[config.mk]
export PLATFORM = sky130hd
export DESIGN_NAME = iso8601_timestamp_to_epoch
export DESIGN_NICKNAME = d
export VERILOG_FILES = /design/src/hw/rtl/i8te_pkg.sv /design/src/hw/rtl/i8te_front.sv /design/src/hw/rtl/i8te_queue.sv /design/src/hw/rtl/i8te_div.sv /design/src/hw/rtl/i8te_back.sv /design/src/hw/rtl/iso8601_timestamp_to_epoch.sv
export SDC_FILE = /design/constraint.sdc
export NUM_CORES = 2
export LEC_CHECK = 0
export ABC_AREA = 1
export ABC_CLOCK_PERIOD_IN_PS = 8200
export BUFFER_PORTS_ARGS = -buffer_cell sky130_fd_sc_hd__buf_4
export CAP_MARGIN = 20
export CORE_ASPECT_RATIO = 1.2
export CORE_MARGIN = 4
export CORE_UTILIZATION = 60
export CTS_CLUSTER_DIAMETER = 150
export CTS_CLUSTER_SIZE = 28
export DETAILED_ROUTE_END_ITERATION = 6
export GPL_TIMING_DRIVEN = 0
export PLACE_DENSITY = 0.79
export SYNTH_ARGS = -nofsm -noshare
export SYNTH_HDL_FRONTEND = slang
export SYNTH_SLANG_ARGS = --single-unit
export TNS_END_PERCENT = 30
[constraint.sdc]
create_clock -name clk -period 8.2 [get_ports clk]
set_clock_uncertainty 0.2 [all_clocks]
set_input_delay 0.41 -clock clk [delete_from_list [all_inputs] [get_ports clk]]
set_output_delay 0.41 -clock clk [all_outputs]
set_load 0.01 [all_outputs]
[src/hw/rtl/i8te_pkg.sv]
// ----------------------------------------------------------------------------
// i8te_pkg
// Shared types, constants and helper functions of the timestamp converter.
// ----------------------------------------------------------------------------
package i8te_pkg;

  localparam logic [16:0] MagMax = 17'd99999;
  localparam logic [3:0] TzStart = 4'd11;
  localparam logic [14:0] Recip25 = 15'd20972;
  localparam logic [25:0] Recip5 = 26'd53687092;

  typedef struct packed {
    logic signed [17:0] y;
    logic signed [17:0] m;
    logic signed [17:0] d;
    logic signed [17:0] h;
    logic signed [17:0] mi;
    logic signed [17:0] s;
    logic signed [1:0] tzs;
    logic signed [17:0] tzh;
    logic signed [17:0] tzm;
    logic ok;
  } rec_t;

  typedef struct packed {
    logic start;
    logic [25:0] dividend;
    logic by400;
  } div_req_t;

  typedef struct packed {
    logic done;
    logic [25:0] quot;
  } div_rsp_t;

  function automatic logic is_ws(input logic [7:0] c);
    return c inside {8'd32, [8'd9:8'd13]};
  endfunction

  function automatic logic is_dig(input logic [7:0] c);
    return c inside {[8'd48:8'd57]};
  endfunction

  function automatic logic is_pm(input logic [7:0] c);
    return (c == 8'd43) || (c == 8'd45);
  endfunction

  function automatic logic [16:0] sat_acc(input logic [16:0] mag, input logic [7:0] c);
    logic [20:0] v;
    v = 21'(mag) * 21'd10 + 21'(c[3:0]);
    return (v > 21'(MagMax)) ? MagMax : v[16:0];
  endfunction

  function automatic logic signed [17:0] apply_sign(input logic neg, input logic [16:0] mag);
    logic signed [17:0] v;
    v = $signed({1'b0, mag});
    return neg ? -v : v;
  endfunction

endpackage

[src/hw/rtl/i8te_front.sv]
// ----------------------------------------------------------------------------
// i8te_front
// Character parser: reads the date/time fields and the zone offset and hands
// a finished record to the queue on the last character.
// ----------------------------------------------------------------------------
module i8te_front (
  input  logic               clk,
  input  logic               rst,
  input  logic               take,
  input  logic [7:0]         ch,
  input  logic               last,
  output logic               rec_wr,
  output i8te_pkg::rec_t     rec
);

  logic [3:0] char_pos, char_pos_next;
  logic [2:0] phase, phase_next;
  logic signed [17:0] vals [6];
  logic signed [17:0] vals_next [6];
  logic [2:0] done_cnt, done_cnt_next;
  logic num_act, num_act_next, sgn_seen, sgn_seen_next, num_neg, num_neg_next;
  logic [16:0] mag, mag_next;
  logic stopped, stopped_next;
  logic [1:0] tz_phase, tz_phase_next;
  logic signed [1:0] tz_sign, tz_sign_next;
  logic signed [17:0] tzh, tzh_next, tzm, tzm_next;
  logic tz_act, tz_act_next, tz_sseen, tz_sseen_next, tz_neg, tz_neg_next;
  logic [16:0] tz_mag, tz_mag_next;
  logic signed [17:0] fvals [6];
  logic [2:0] fdone;
  logic signed [17:0] ftzh, ftzm;

  always_comb begin
    char_pos_next = char_pos;
    phase_next = phase;
    vals_next = vals;
    done_cnt_next = done_cnt;
    num_act_next = num_act;
    sgn_seen_next = sgn_seen;
    num_neg_next = num_neg;
    mag_next = mag;
    stopped_next = stopped;
    if (!stopped) begin
      if (num_act) begin
        if (i8te_pkg::is_dig(ch)) begin
          mag_next = i8te_pkg::sat_acc(mag, ch);
        end else begin
          for (int i = 0; i < 6; i++) begin
            if (3'(i) == phase) vals_next[i] = i8te_pkg::apply_sign(num_neg, mag);
          end
          done_cnt_next = phase + 3'd1;
          num_act_next = 1'b0;
          num_neg_next = 1'b0;
          case (phase)
            3'd0, 3'd1, 3'd3, 3'd4: begin
              if (ch == ((phase < 3'd2) ? 8'd45 : 8'd58)) phase_next = phase + 3'd1;
              else stopped_next = 1'b1;
            end
            3'd2: begin
              if (ch == 8'd84 || i8te_pkg::is_ws(ch)) begin
                phase_next = 3'd3;
              end else if (i8te_pkg::is_pm(ch)) begin
                phase_next = 3'd3;
                sgn_seen_next = 1'b1;
                num_neg_next = (ch == 8'd45);
              end else begin
                stopped_next = 1'b1;
              end
            end
            default: stopped_next = 1'b1;
          endcase
        end
      end else if (sgn_seen) begin
        sgn_seen_next = 1'b0;
        if (i8te_pkg::is_dig(ch)) begin
          num_act_next = 1'b1;
          mag_next = 17'(ch[3:0]);
        end else begin
          stopped_next = 1'b1;
        end
      end else if (i8te_pkg::is_ws(ch)) begin
        stopped_next = 1'b0;
      end else if (i8te_pkg::is_pm(ch)) begin
        sgn_seen_next = 1'b1;
        num_neg_next = (ch == 8'd45);
      end else if (i8te_pkg::is_dig(ch)) begin
        num_act_next = 1'b1;
        mag_next = 17'(ch[3:0]);
      end else begin
        stopped_next = 1'b1;
      end
    end

    tz_phase_next = tz_phase;
    tz_sign_next = tz_sign;
    tzh_next = tzh;
    tzm_next = tzm;
    tz_act_next = tz_act;
    tz_sseen_next = tz_sseen;
    tz_neg_next = tz_neg;
    tz_mag_next = tz_mag;
    if (tz_phase == 2'd0) begin
      if (char_pos >= i8te_pkg::TzStart) begin
        if (ch == 8'd90) begin
          tz_sign_next = 2'sd0;
          tz_phase_next = 2'd3;
        end else if (i8te_pkg::is_pm(ch)) begin
          tz_sign_next = (ch == 8'd43) ? 2'sd1 : -2'sd1;
          tz_phase_next = 2'd1;
        end
      end
    end else if (tz_phase != 2'd3) begin
      if (tz_act) begin
        if (i8te_pkg::is_dig(ch)) begin
          tz_mag_next = i8te_pkg::sat_acc(tz_mag, ch);
        end else begin
          if (tz_phase == 2'd1) tzh_next = i8te_pkg::apply_sign(tz_neg, tz_mag);
          else tzm_next = i8te_pkg::apply_sign(tz_neg, tz_mag);
          tz_act_next = 1'b0;
          if (tz_phase == 2'd1 && ch == 8'd58) begin
            tz_phase_next = 2'd2;
            tz_neg_next = 1'b0;
          end else begin
            tz_phase_next = 2'd3;
          end
        end
      end else if (tz_sseen) begin
        tz_sseen_next = 1'b0;
        if (i8te_pkg::is_dig(ch)) begin
          tz_act_next = 1'b1;
          tz_mag_next = 17'(ch[3:0]);
        end else begin
          tz_phase_next = 2'd3;
        end
      end else if (i8te_pkg::is_ws(ch)) begin
        tz_sseen_next = 1'b0;
      end else if (i8te_pkg::is_pm(ch)) begin
        tz_sseen_next = 1'b1;
        tz_neg_next = (ch == 8'd45);
      end else if (i8te_pkg::is_dig(ch)) begin
        tz_act_next = 1'b1;
        tz_mag_next = 17'(ch[3:0]);
      end else begin
        tz_phase_next = 2'd3;
      end
    end
    if (char_pos < i8te_pkg::TzStart) char_pos_next = char_pos + 4'd1;

    fvals = vals_next;
    fdone = done_cnt_next;
    if (!stopped_next && num_act_next) begin
      for (int i = 0; i < 6; i++) begin
        if (3'(i) == phase_next) fvals[i] = i8te_pkg::apply_sign(num_neg_next, mag_next);
      end
      fdone = phase_next + 3'd1;
    end
    ftzh = tzh_next;
    ftzm = tzm_next;
    if ((tz_phase_next == 2'd1 || tz_phase_next == 2'd2) && tz_act_next) begin
      if (tz_phase_next == 2'd1) ftzh = i8te_pkg::apply_sign(tz_neg_next, tz_mag_next);
      else ftzm = i8te_pkg::apply_sign(tz_neg_next, tz_mag_next);
    end

    rec_wr = take && last;
    rec.y = fvals[0];
    rec.m = fvals[1];
    rec.d = fvals[2];
    rec.h = fvals[3];
    rec.mi = fvals[4];
    rec.s = fvals[5];
    rec.tzs = tz_sign_next;
    rec.tzh = ftzh;
    rec.tzm = ftzm;
    rec.ok = (fdone >= 3'd5);
  end

  always_ff @(posedge clk) begin
    if (rst || (take && last)) begin
      char_pos <= '0;
      phase <= '0;
      for (int i = 0; i < 6; i++) vals[i] <= '0;
      done_cnt <= '0;
      num_act <= 1'b0;
      sgn_seen <= 1'b0;
      num_neg <= 1'b0;
      mag <= '0;
      stopped <= 1'b0;
      tz_phase <= '0;
      tz_sign <= '0;
      tzh <= '0;
      tzm <= '0;
      tz_act <= 1'b0;
      tz_sseen <= 1'b0;
      tz_neg <= 1'b0;
      tz_mag <= '0;
    end else if (take) begin
      char_pos <= char_pos_next;
      phase <= phase_next;
      vals <= vals_next;
      done_cnt <= done_cnt_next;
      num_act <= num_act_next;
      sgn_seen <= sgn_seen_next;
      num_neg <= num_neg_next;
      mag <= mag_next;
      stopped <= stopped_next;
      tz_phase <= tz_phase_next;
      tz_sign <= tz_sign_next;
      tzh <= tzh_next;
      tzm <= tzm_next;
      tz_act <= tz_act_next;
      tz_sseen <= tz_sseen_next;
      tz_neg <= tz_neg_next;
      tz_mag <= tz_mag_next;
    end
  end

endmodule

[src/hw/rtl/i8te_queue.sv]
// ----------------------------------------------------------------------------
// i8te_queue
// Two-entry record queue between the parser and the arithmetic sequencer.
// ----------------------------------------------------------------------------
module i8te_queue (
  input  logic               clk,
  input  logic               rst,
  input  logic               wr,
  input  i8te_pkg::rec_t     wdata,
  input  logic               rd,
  output i8te_pkg::rec_t     rdata,
  output logic               q_full,
  output logic               q_empty
);

  i8te_pkg::rec_t slots [2];
  logic wp, rp;
  logic [1:0] count;

  assign q_full = (count == 2'd2);
  assign q_empty = (count == 2'd0);
  assign rdata = slots[rp];

  always_ff @(posedge clk) begin
    if (wr) slots[wp] <= wdata;
    if (rst) begin
      wp <= 1'b0;
      rp <= 1'b0;
      count <= '0;
    end else begin
      if (wr) wp <= ~wp;
      if (rd) rp <= ~rp;
      count <= count + 2'(wr) - 2'(rd);
    end
  end

endmodule

[src/hw/rtl/i8te_div.sv]
// ----------------------------------------------------------------------------
// i8te_div
// Unsigned division by 400 or by 5 through reciprocal multiplication, with
// the quotient registered in the cycle after the request.
// ----------------------------------------------------------------------------
// The by-400 path takes dividends below 2^18 and divides the dividend shifted
// right by four by 25. The by-5 path takes dividends below 2^26.
module i8te_div (
  input  logic                 clk,
  input  logic                 rst,
  input  i8te_pkg::div_req_t   req,
  output i8te_pkg::div_rsp_t   rsp
);

  logic [25:0] q;
  logic done;
  logic [28:0] prod400;
  logic [51:0] prod5;

  assign prod400 = 29'(req.dividend[17:4]) * 29'(i8te_pkg::Recip25);
  assign prod5 = 52'(req.dividend) * 52'(i8te_pkg::Recip5);
  assign rsp.done = done;
  assign rsp.quot = q;

  always_ff @(posedge clk) begin
    if (rst) begin
      done <= 1'b0;
    end else begin
      done <= req.start;
    end
    if (req.start) begin
      q <= req.by400 ? 26'(prod400[28:19]) : 26'(prod5[51:28]);
    end
  end

endmodule

[src/hw/rtl/i8te_back.sv]
// ----------------------------------------------------------------------------
// i8te_back
// Arithmetic sequencer: turns a parsed record into epoch seconds through the
// days-from-civil rule and holds the result in an output register.
// ----------------------------------------------------------------------------
module i8te_back (
  input  logic                 clk,
  input  logic                 rst,
  input  logic                 q_empty,
  input  i8te_pkg::rec_t       head,
  output logic                 q_pop,
  output logic signed [45:0]   epoch,
  output logic                 ok,
  output logic                 empty,
  input  logic                 pop
);

  typedef enum logic [3:0] {
    S_IDLE, S_MULT, S_WERA, S_YOE, S_WF, S_DOE, S_DAYS, S_SEC, S_TZ, S_FIN
  } state_t;

  state_t state;
  i8te_pkg::rec_t r;
  i8te_pkg::div_req_t dreq;
  i8te_pkg::div_rsp_t drsp;
  logic signed [17:0] yp, mp;
  logic signed [24:0] t;
  logic signed [9:0] era;
  logic [8:0] yoe;
  logic signed [23:0] doy;
  logic signed [24:0] doe;
  logic signed [27:0] days;
  logic signed [47:0] prod, acc, tzp;
  logic [1:0] c100;
  logic out_valid;
  logic fin_load;
  logic signed [47:0] res;

  assign empty = !out_valid;
  assign q_pop = (state == S_IDLE) && !q_empty;
  assign fin_load = (state == S_FIN) && (!out_valid || pop);
  assign c100 = (yoe >= 9'd300) ? 2'd3 : (yoe >= 9'd200) ? 2'd2 : (yoe >= 9'd100) ? 2'd1 : 2'd0;

  always_comb begin
    dreq.start = 1'b0;
    dreq.dividend = 26'(t + 25'sd0) + 26'd20971520;
    dreq.by400 = 1'b0;
    if (state == S_MULT) begin
      dreq.start = 1'b1;
      dreq.dividend = 26'(yp) + 26'd102400;
      dreq.by400 = 1'b1;
    end else if (state == S_YOE) begin
      dreq.start = 1'b1;
    end
    case (r.tzs)
      2'sd1: res = acc - tzp;
      -2'sd1: res = acc + tzp;
      default: res = acc;
    endcase
  end

  i8te_div u_div (
    .clk (clk),
    .rst (rst),
    .req (dreq),
    .rsp (drsp)
  );

  always_ff @(posedge clk) begin
    if (rst) begin
      state <= S_IDLE;
      out_valid <= 1'b0;
    end else begin
      out_valid <= (out_valid && !pop) || fin_load;
      case (state)
        S_IDLE: begin
          if (!q_empty) begin
            r <= head;
            yp <= head.y - ((head.m <= 18'sd2) ? 18'sd1 : 18'sd0);
            mp <= (head.m > 18'sd2) ? head.m - 18'sd3 : head.m + 18'sd9;
            state <= S_MULT;
          end
        end
        S_MULT: begin
          t <= 25'(mp) * 25'sd153 + 25'sd2;
          state <= S_WERA;
        end
        S_WERA: begin
          if (drsp.done) begin
            era <= 10'($signed({1'b0, drsp.quot}) - 27'sd256);
            state <= S_YOE;
          end
        end
        S_YOE: begin
          yoe <= 9'(20'(yp) - 20'(era) * 20'sd400);
          state <= S_WF;
        end
        S_WF: begin
          if (drsp.done) begin
            doy <= 24'($signed({1'b0, drsp.quot}) - 27'sd4194304) + 24'(r.d) - 24'sd1;
            state <= S_DOE;
          end
        end
        S_DOE: begin
          doe <= $signed({1'b0, 24'(yoe) * 24'd365 + 24'(yoe[8:2]) - 24'(c100)}) + 25'(doy);
          acc <= 48'(r.h) * 48'sd3600;
          state <= S_DAYS;
        end
        S_DAYS: begin
          days <= 28'(era) * 28'sd146097 + 28'(doe) - 28'sd719468;
          acc <= acc + 48'(r.mi) * 48'sd60;
          state <= S_SEC;
        end
        S_SEC: begin
          prod <= 48'(days) * 48'sd86400;
          acc <= acc + 48'(r.s);
          tzp <= 48'(r.tzh) * 48'sd3600;
          state <= S_TZ;
        end
        S_TZ: begin
          tzp <= tzp + 48'(r.tzm) * 48'sd60;
          acc <= acc + prod;
          state <= S_FIN;
        end
        S_FIN: begin
          if (fin_load) begin
            epoch <= r.ok ? res[45:0] : 46'sd0;
            ok <= r.ok;
            state <= S_IDLE;
          end
        end
        default: state <= S_IDLE;
      endcase
    end
  end

endmodule

[src/hw/rtl/iso8601_timestamp_to_epoch.sv]
// ----------------------------------------------------------------------------
// iso8601_timestamp_to_epoch
// ISO-8601 timestamp string to UTC Unix epoch seconds.
// ----------------------------------------------------------------------------
// Characters are taken one per cycle whenever full is low; the parser keeps
// no gap between strings. On the last character the parsed record enters a
// two-entry queue, and a sequencer turns it into seconds through its states
// S_MULT to S_FIN before the result reaches the output register. The
// divisions by 400 and by 5 are reciprocal multiplications with a registered
// quotient. A result that waits in the output register holds the sequencer,
// and when both queue entries are waiting, full stays high until one is taken.
module iso8601_timestamp_to_epoch (
  input  logic               clk,
  input  logic               rst,
  input  logic [7:0]         ch,
  input  logic               last,
  input  logic               push,
  output logic               full,
  output logic signed [45:0] epoch,
  output logic               ok,
  output logic               empty,
  input  logic               pop
);

  logic take, rec_wr, q_pop, q_empty;
  i8te_pkg::rec_t rec, head;

  assign take = push && !full;

  i8te_front u_front (
    .clk    (clk),
    .rst    (rst),
    .take   (take),
    .ch     (ch),
    .last   (last),
    .rec_wr (rec_wr),
    .rec    (rec)
  );

  i8te_queue u_queue (
    .clk     (clk),
    .rst     (rst),
    .wr      (rec_wr),
    .wdata   (rec),
    .rd      (q_pop),
    .rdata   (head),
    .q_full  (full),
    .q_empty (q_empty)
  );

  i8te_back u_back (
    .clk     (clk),
    .rst     (rst),
    .q_empty (q_empty),
    .head    (head),
    .q_pop   (q_pop),
    .epoch   (epoch),
    .ok      (ok),
    .empty   (empty),
    .pop     (pop)
  );

endmodule

### Word level (Yosys, flattened, before mapping)

Memories as Yosys holds them, arrays and structs flattened. A register that Yosys moved wholly into a read port is not among the register bits.
Index checks and enable logic that the tools add are counted.

* register bits after elaboration: 685
* bits in latches: 0
* RAM bits: 294
* ROM bits: 0
* input port bits: 13
* output and inout port bits: 49
* word-level logic and storage cells: 358
* memories: 1

Memory list
* u_queue.slots: words 2, bits a word 147, rd ports 1, clocked after Yosys merged registers in 1, write ports 1, RTL line i8te_queue.sv:16 `i8te_pkg::rec_t slots [2];`

* $add $sub $neg: 33
* multiply operators: 13
* divide/modulo/power cells: 0
* magnitude comparators: 15
* equal/unequal tests: 45
* shift-type cells: 0
* multiplexer cells: 148
* bitwise gates (word level): 7
* reduce and logical (&&, ||, !) cells: 45

Operator list (number)
* $mux W18: 31
* $mux W108: 4
* $mux W17: 17
* $pmux W48 S4: 1
* $add A48 B25 Y48: 2
* $pmux W48 S2: 1
* $pmux W46 S2: 1
* $neg A17 Y18: 4
* $mux W1: 55
* $mul A18 B9 Y27 const B: 2
* $mul A26 B24 Y50 const B: 1
* $add A48 B18 Y48: 1
* $add A48 B48 Y48: 1
* $add A46 B46 Y46: 1
* $mul A18 B5 Y23 const B: 2
* $sub A46 B46 Y46: 1
* $add A21 B4 Y21: 2
* $gt A21 B17 Y1 const B: 2
* $mul A17 B3 Y20 const B: 2
* $pmux W4 S10: 1
* $mul A28 B11 Y39 const B: 1
* $mux W2: 18
* $eq A8 B6 Y1 const B: 4
* $mux W3: 10
* other kinds (74): 141

### Depth between registers and ports, before layout

* depth in word-level cells: 13
* gate-level depth with buffers: 38
* gate-level depth less buffers: 38

### Cells and area by module

Synthesis repeated with hierarchy kept, for this count alone.

* cell total of the unflattened synthesis: 13450
* area total of the unflattened synthesis: 105975.4 µm²

By module, submodules not included
* i8te_back: instances 1, cells an instance 7917, area an instance 60631.9 µm², sequential area each 13432.9 µm²
* i8te_front: instances 1, cells an instance 3055, area an instance 17661.9 µm², sequential area each 3983.8 µm²
* i8te_div: instances 1, cells an instance 1988, area an instance 16789.9 µm², sequential area each 740.7 µm²
* i8te_queue: instances 1, cells an instance 488, area an instance 10881.7 µm², sequential area each 8928.6 µm²
* iso8601_timestamp_to_epoch: instances 1, cells an instance 2, area an instance 10.0 µm², sequential area each 0.0 µm²

### Worst setup path before layout

OpenSTA, ideal clock, no wires.

* kind: register to register
* from: reg u_back.state[3]
* to: reg u_back.mp[0] (enable)
* setup time: 0.655 ns
* arrival time: 7.066 ns
* required time: 7.345 ns
* slack: 0.279 ns
* stages on the path, launching flop included: 6
* buffers on the path: 0
* period minus slack after synthesis: 7.921 ns
* cells stage by stage: dfxtp_1 > nor2_1 > nand2_1 > a21oi_1 > inv_1 > nor2_1

* cells in the longest elaborated chain, start to end: 2

RTL lines
* from (decl): RTL line i8te_back.sv:22 `state_t state;`
* from (signal assigned): RTL line i8te_back.sv:71 `state <= S_IDLE;`
* from (signal assigned): RTL line i8te_back.sv:81 `state <= S_MULT;`
* from (signal assigned): RTL line i8te_back.sv:86 `state <= S_WERA;`
* $logic_not A4 Y1: RTL line i8te_back.sv:75 `case (state)`
* $reduce_and A3 Y1 (no line)
* to (signal assigned): RTL line i8te_back.sv:80 `mp <= (head.m > 18'sd2) ? head.m - 18'sd3 : head.m + 18'sd9;`
* to (decl): RTL line i8te_back.sv:26 `logic signed [17:0] yp, mp;`

Every way passes these cells.
A chain may end at the register's enable or synchronous reset.

### Final worst setup path

* from: reg u_back.state[0]
* to: reg u_back.u_div.q[17] (data pin)

* cells in the longest elaborated chain, start to end: 3

RTL lines
* $eq A4 B1 Y1 (*): RTL line i8te_back.sv:48 `if (state == S_MULT) begin`
* $mux W27 (*): RTL line i8te_back.sv:48
* $mul A26 B24 Y50: RTL line i8te_div.sv:21 `assign prod5 = 52'(req.dividend) * 52'(i8te_pkg::Recip5);`
* to (signal assigned): RTL line i8te_div.sv:32 `q <= req.by400 ? 26'(prod400[28:19]) : 26'(prod5[51:28]);`
* to (decl): RTL line i8te_div.sv:15 `logic [25:0] q;`

Every way passes the cells marked *; elsewhere a longest branch is shown, timed or not.

==> summary.md <==
| Metric | Value |
|---|---|
| Status | complete, no violations |
| CP Class | flip-flop to flip-flop |
| Worst EP required | 8.39 ns |
| Post-synth ARST share | 0% |
| Final setup viols | 0 |
| DR WL/cell | between 15 and 20 um |
| Num ports | 62 |
| Distinct cells, synth | 68 |
| CP peak stage delay | ~0.59 ns |
| Largest net degree at the start of global routing | 40 |
| Total routing usage reported by global routing | 30.5% |
| Vias in the first global route | 79500 |
| PortBufs | 60 |
| Relative slew margins | between 10 and 15% |
| Core area | between 0.15 and 0.2 mm^2 |
| Startpoint types | flip-flop |
| Die X | approximately 380 um |
| DRC viols | 0 |
| Max Clk Rate | 125 MHz |
| Tmin final | approximately 8 ns |
| CP max FO | 10 |
| Initial core utilization | slightly above 60% |
| Worst setup EP type | flip-flop |
| Std-Cell Rows | roughly 160 |
| Post-synth top flop | edfxtp_1 |
| Clock transition at path regs | between 0.1 and 0.15 ns |
| Post-route setup TNS | 0 ns |
| Post-synthesis instance total | 11900 |
| Max-capacitance violation count | 0 |
| TritonCTS Buffers | slightly above 40 |
| DIE HEIGHT | 450 um |
| CP top delay family | adder cells |
| Sequential share of the synthesized area | around 28% |
| Mapped Nets | 13900 |
| First-pass GRT wire length | 414 mm |
| CTS max path bufs | 3 |
| CP bufs+invs | 8 |
| Final ANT Viol Nets | 0 |
| Share of layout cells above drive strength 1 | under 10% |
| Yosys warns | 0 |
| CTS root buf | clkbuf_16 |
| #FFs+latches synth | approximately 970 |
| Fraction of the cycle the final worst path needs | 97.4% |
| DR pass1 iterations | 6 |
| Synth area leader | edfxtp_1 |
| Synth area leaders | edfxtp_1 23%, ha_1 17%, fa_1 13% |
| Post-layout net count | 14000 |
| Syn avg cell area | around 8.2 um^2 |
| Slew @ Worst Pin | ~1.3 ns |
| Area Growth Syn to Fin | 5.76% |
| Final max-slew violation count | 0 |
| Initial antenna violation count | 5 |
| Slowest CP cell | fa_1 |
| H-Tree Level Count | 2 |
| Syn Std Cell Area | between 0.09 and 0.1 mm^2 |
| CTS tree | yes |
| Final-report hold violation count | 0 |
| Via Count | approximately 80000 |
| HPWL after DPL | roughly 220 mm |
| Worst skew pair latency | about 0.7 ns |
| Top-area cell type share of the netlist area | a little under a quarter |
| Vias per cell | between 5 and 6 |
| Die area | 0.169 mm^2 |
| Worst Hold Class | primary input to flip-flop |
| CP Data Arrival Time | between 8 and 9 ns |
| Routability Congestion | approximately 1 |
| DRT iter0 DRCs | 6526 |
| Total global routing overflow | 0 |
| Clock sink total | 972 |
| CP dominant cell by count | fa_1 |
| Wirelength, routed | around 260 mm |
| Number of synthesized flops with an enable pin | roughly 760 |
-- final cells by class --
| cell class | count | area (um^2) |
|---|---|---|
| inverter | 2540 | 9560 |
| timing repair buffer | 135 | 1350 |
| antenna | 3 | 7.51 |
| buffer | 226 | 916 |
| clock buffer | 69 | 1170 |
| tap | 2119 | 2650 |
| sequential | 972 | 27100 |
| timing repair inverter | 1 | 5.00 |
| clock inverter | 6 | 104 |
| fill | 13400 | 57800 |
| multi-input combinational | 8147 | 60300 |
-- metal layers --
layer	global-route usage, %	vias up	wire [um]
met2	52.8	2811	126000
li1	-	38800	-
met3	3.35	752	16100
met5	0	-	34
met1	37.6	37800	103000
met4	16.0	6	16600
-- sequential cells by signal (all words and copies together), names as in the netlist, 28 cells and up, named ones only --
name,flops
u_front.vals,108
u_back.acc,46
u_queue.slots,294
u_back.epoch,46
u_back.tzp,44
u_back.prod,39
u_back.days,28
u_back.r,111
-- worst min-delay path, stage by stage --
cell,delay (ns)
buf_4,0.14
nand2_1,0.30
a21oi_1,0.11
-- metrics by stage --
step                area (um^2)  setup slack, ns  hold slack (ns)  utilization, %  std cells
global route             103000          -0.0230            0.138            64.1      14200
CTS                      103000           0.0228            0.104            63.9      14200
finish                   103000            0.217            0.153            64.1      14200
floorplan                 97500            0.279            0.221               -      11900
global placement         101000            -2.88            0.235            62.5      14100
detailed placement       101000            -1.45            0.246            62.9      14100
-- cells in the mapped netlist, drive strengths merged, types with 25 or more instances --
library cell	instances
nor3	101
dfxtp	210
or2	57
nand2	2136
nand3	328
a31oi	114
a21oi	893
o21bai	29
nor2	791
o2111ai	25
nand4	104
inv	2528
ha	1306
xor2	312
o21ai	872
a21o	29
xnor2	147
o211ai	34
buf	43
fa	650
o21a	28
edfxtp	762
a21boi	36
clkbuf	183
-- layout by cell type (no fill, tap or decap), drive strengths merged, types with 4 or more instances in the layout --
master    instances
a31oi           114
o2111ai          25
o311ai            7
mux2i            24
ha             1306
nor2            791
a211oi            9
xor2            312
a21boi           36
a2111oi           4
edfxtp          762
o22ai             4
nand3           328
a21oi           893
o21ai           872
clkinv           12
nand2          2136
o31ai            13
nand3b           18
clkbuf          249
xnor2           147
or2              57
buf             179
dfxtp           210
clkinvlp          6
nor3b             5
nor4             22
o221ai           24
inv            2527
fa              650
nor3            101
o21a             28
a21o             29
a31o              4
o21bai           29
o211ai           34
nand4           104
-- kinds of logic (layout without fill, tap and decap cells) --
| logic type | count (synthesis) | after routing | synth area share, % |
|---|---|---|---|
| and+or+nand+nor | 3568 | 3568 | 15.1 |
| buffers and inverters | 2766 | 2977 | 10.7 |
| AOI/OAI and AO/OA | 2140 | 2140 | 11.9 |
| adders and majority gates | 1956 | 1956 | 30.1 |
| DFF | 972 | 972 | 27.8 |
| xor gates and xnor gates | 459 | 459 | 4.13 |
| muxes | 24 | 24 | 0.246 |
| other | 0 | 3 | 0 |
-- final timing paths --
path              slack, ns                         start  cells past startpoint                               end
setup / recovery       0.22  u_back.state[0]$_SDFFE_PP0P_                     31  u_back.u_div.q[17]$_SDFFCE_PP0P_
hold / removal         0.15                          last                      3           u_queue.wp$_SDFFE_PP0P_
setup reg to reg       0.22  u_back.state[0]$_SDFFE_PP0P_                     31  u_back.u_div.q[17]$_SDFFCE_PP0P_
hold reg to reg        0.26       u_queue.rp$_SDFFE_PP0P_                      1           u_queue.rp$_SDFFE_PP0P_
-- what timing repair did --
item	CTS	global route
hold buffers	2	0
endpoints found under the setup margin	24	21
resized for setup	48	43
setup buffers	11	20
cloned	0	1
hold endpoints to repair	6	0
pin swaps	2	5
Power is not shown: default switching activity piles up to over one toggle a cycle in this logic, so the estimate is an artifact.
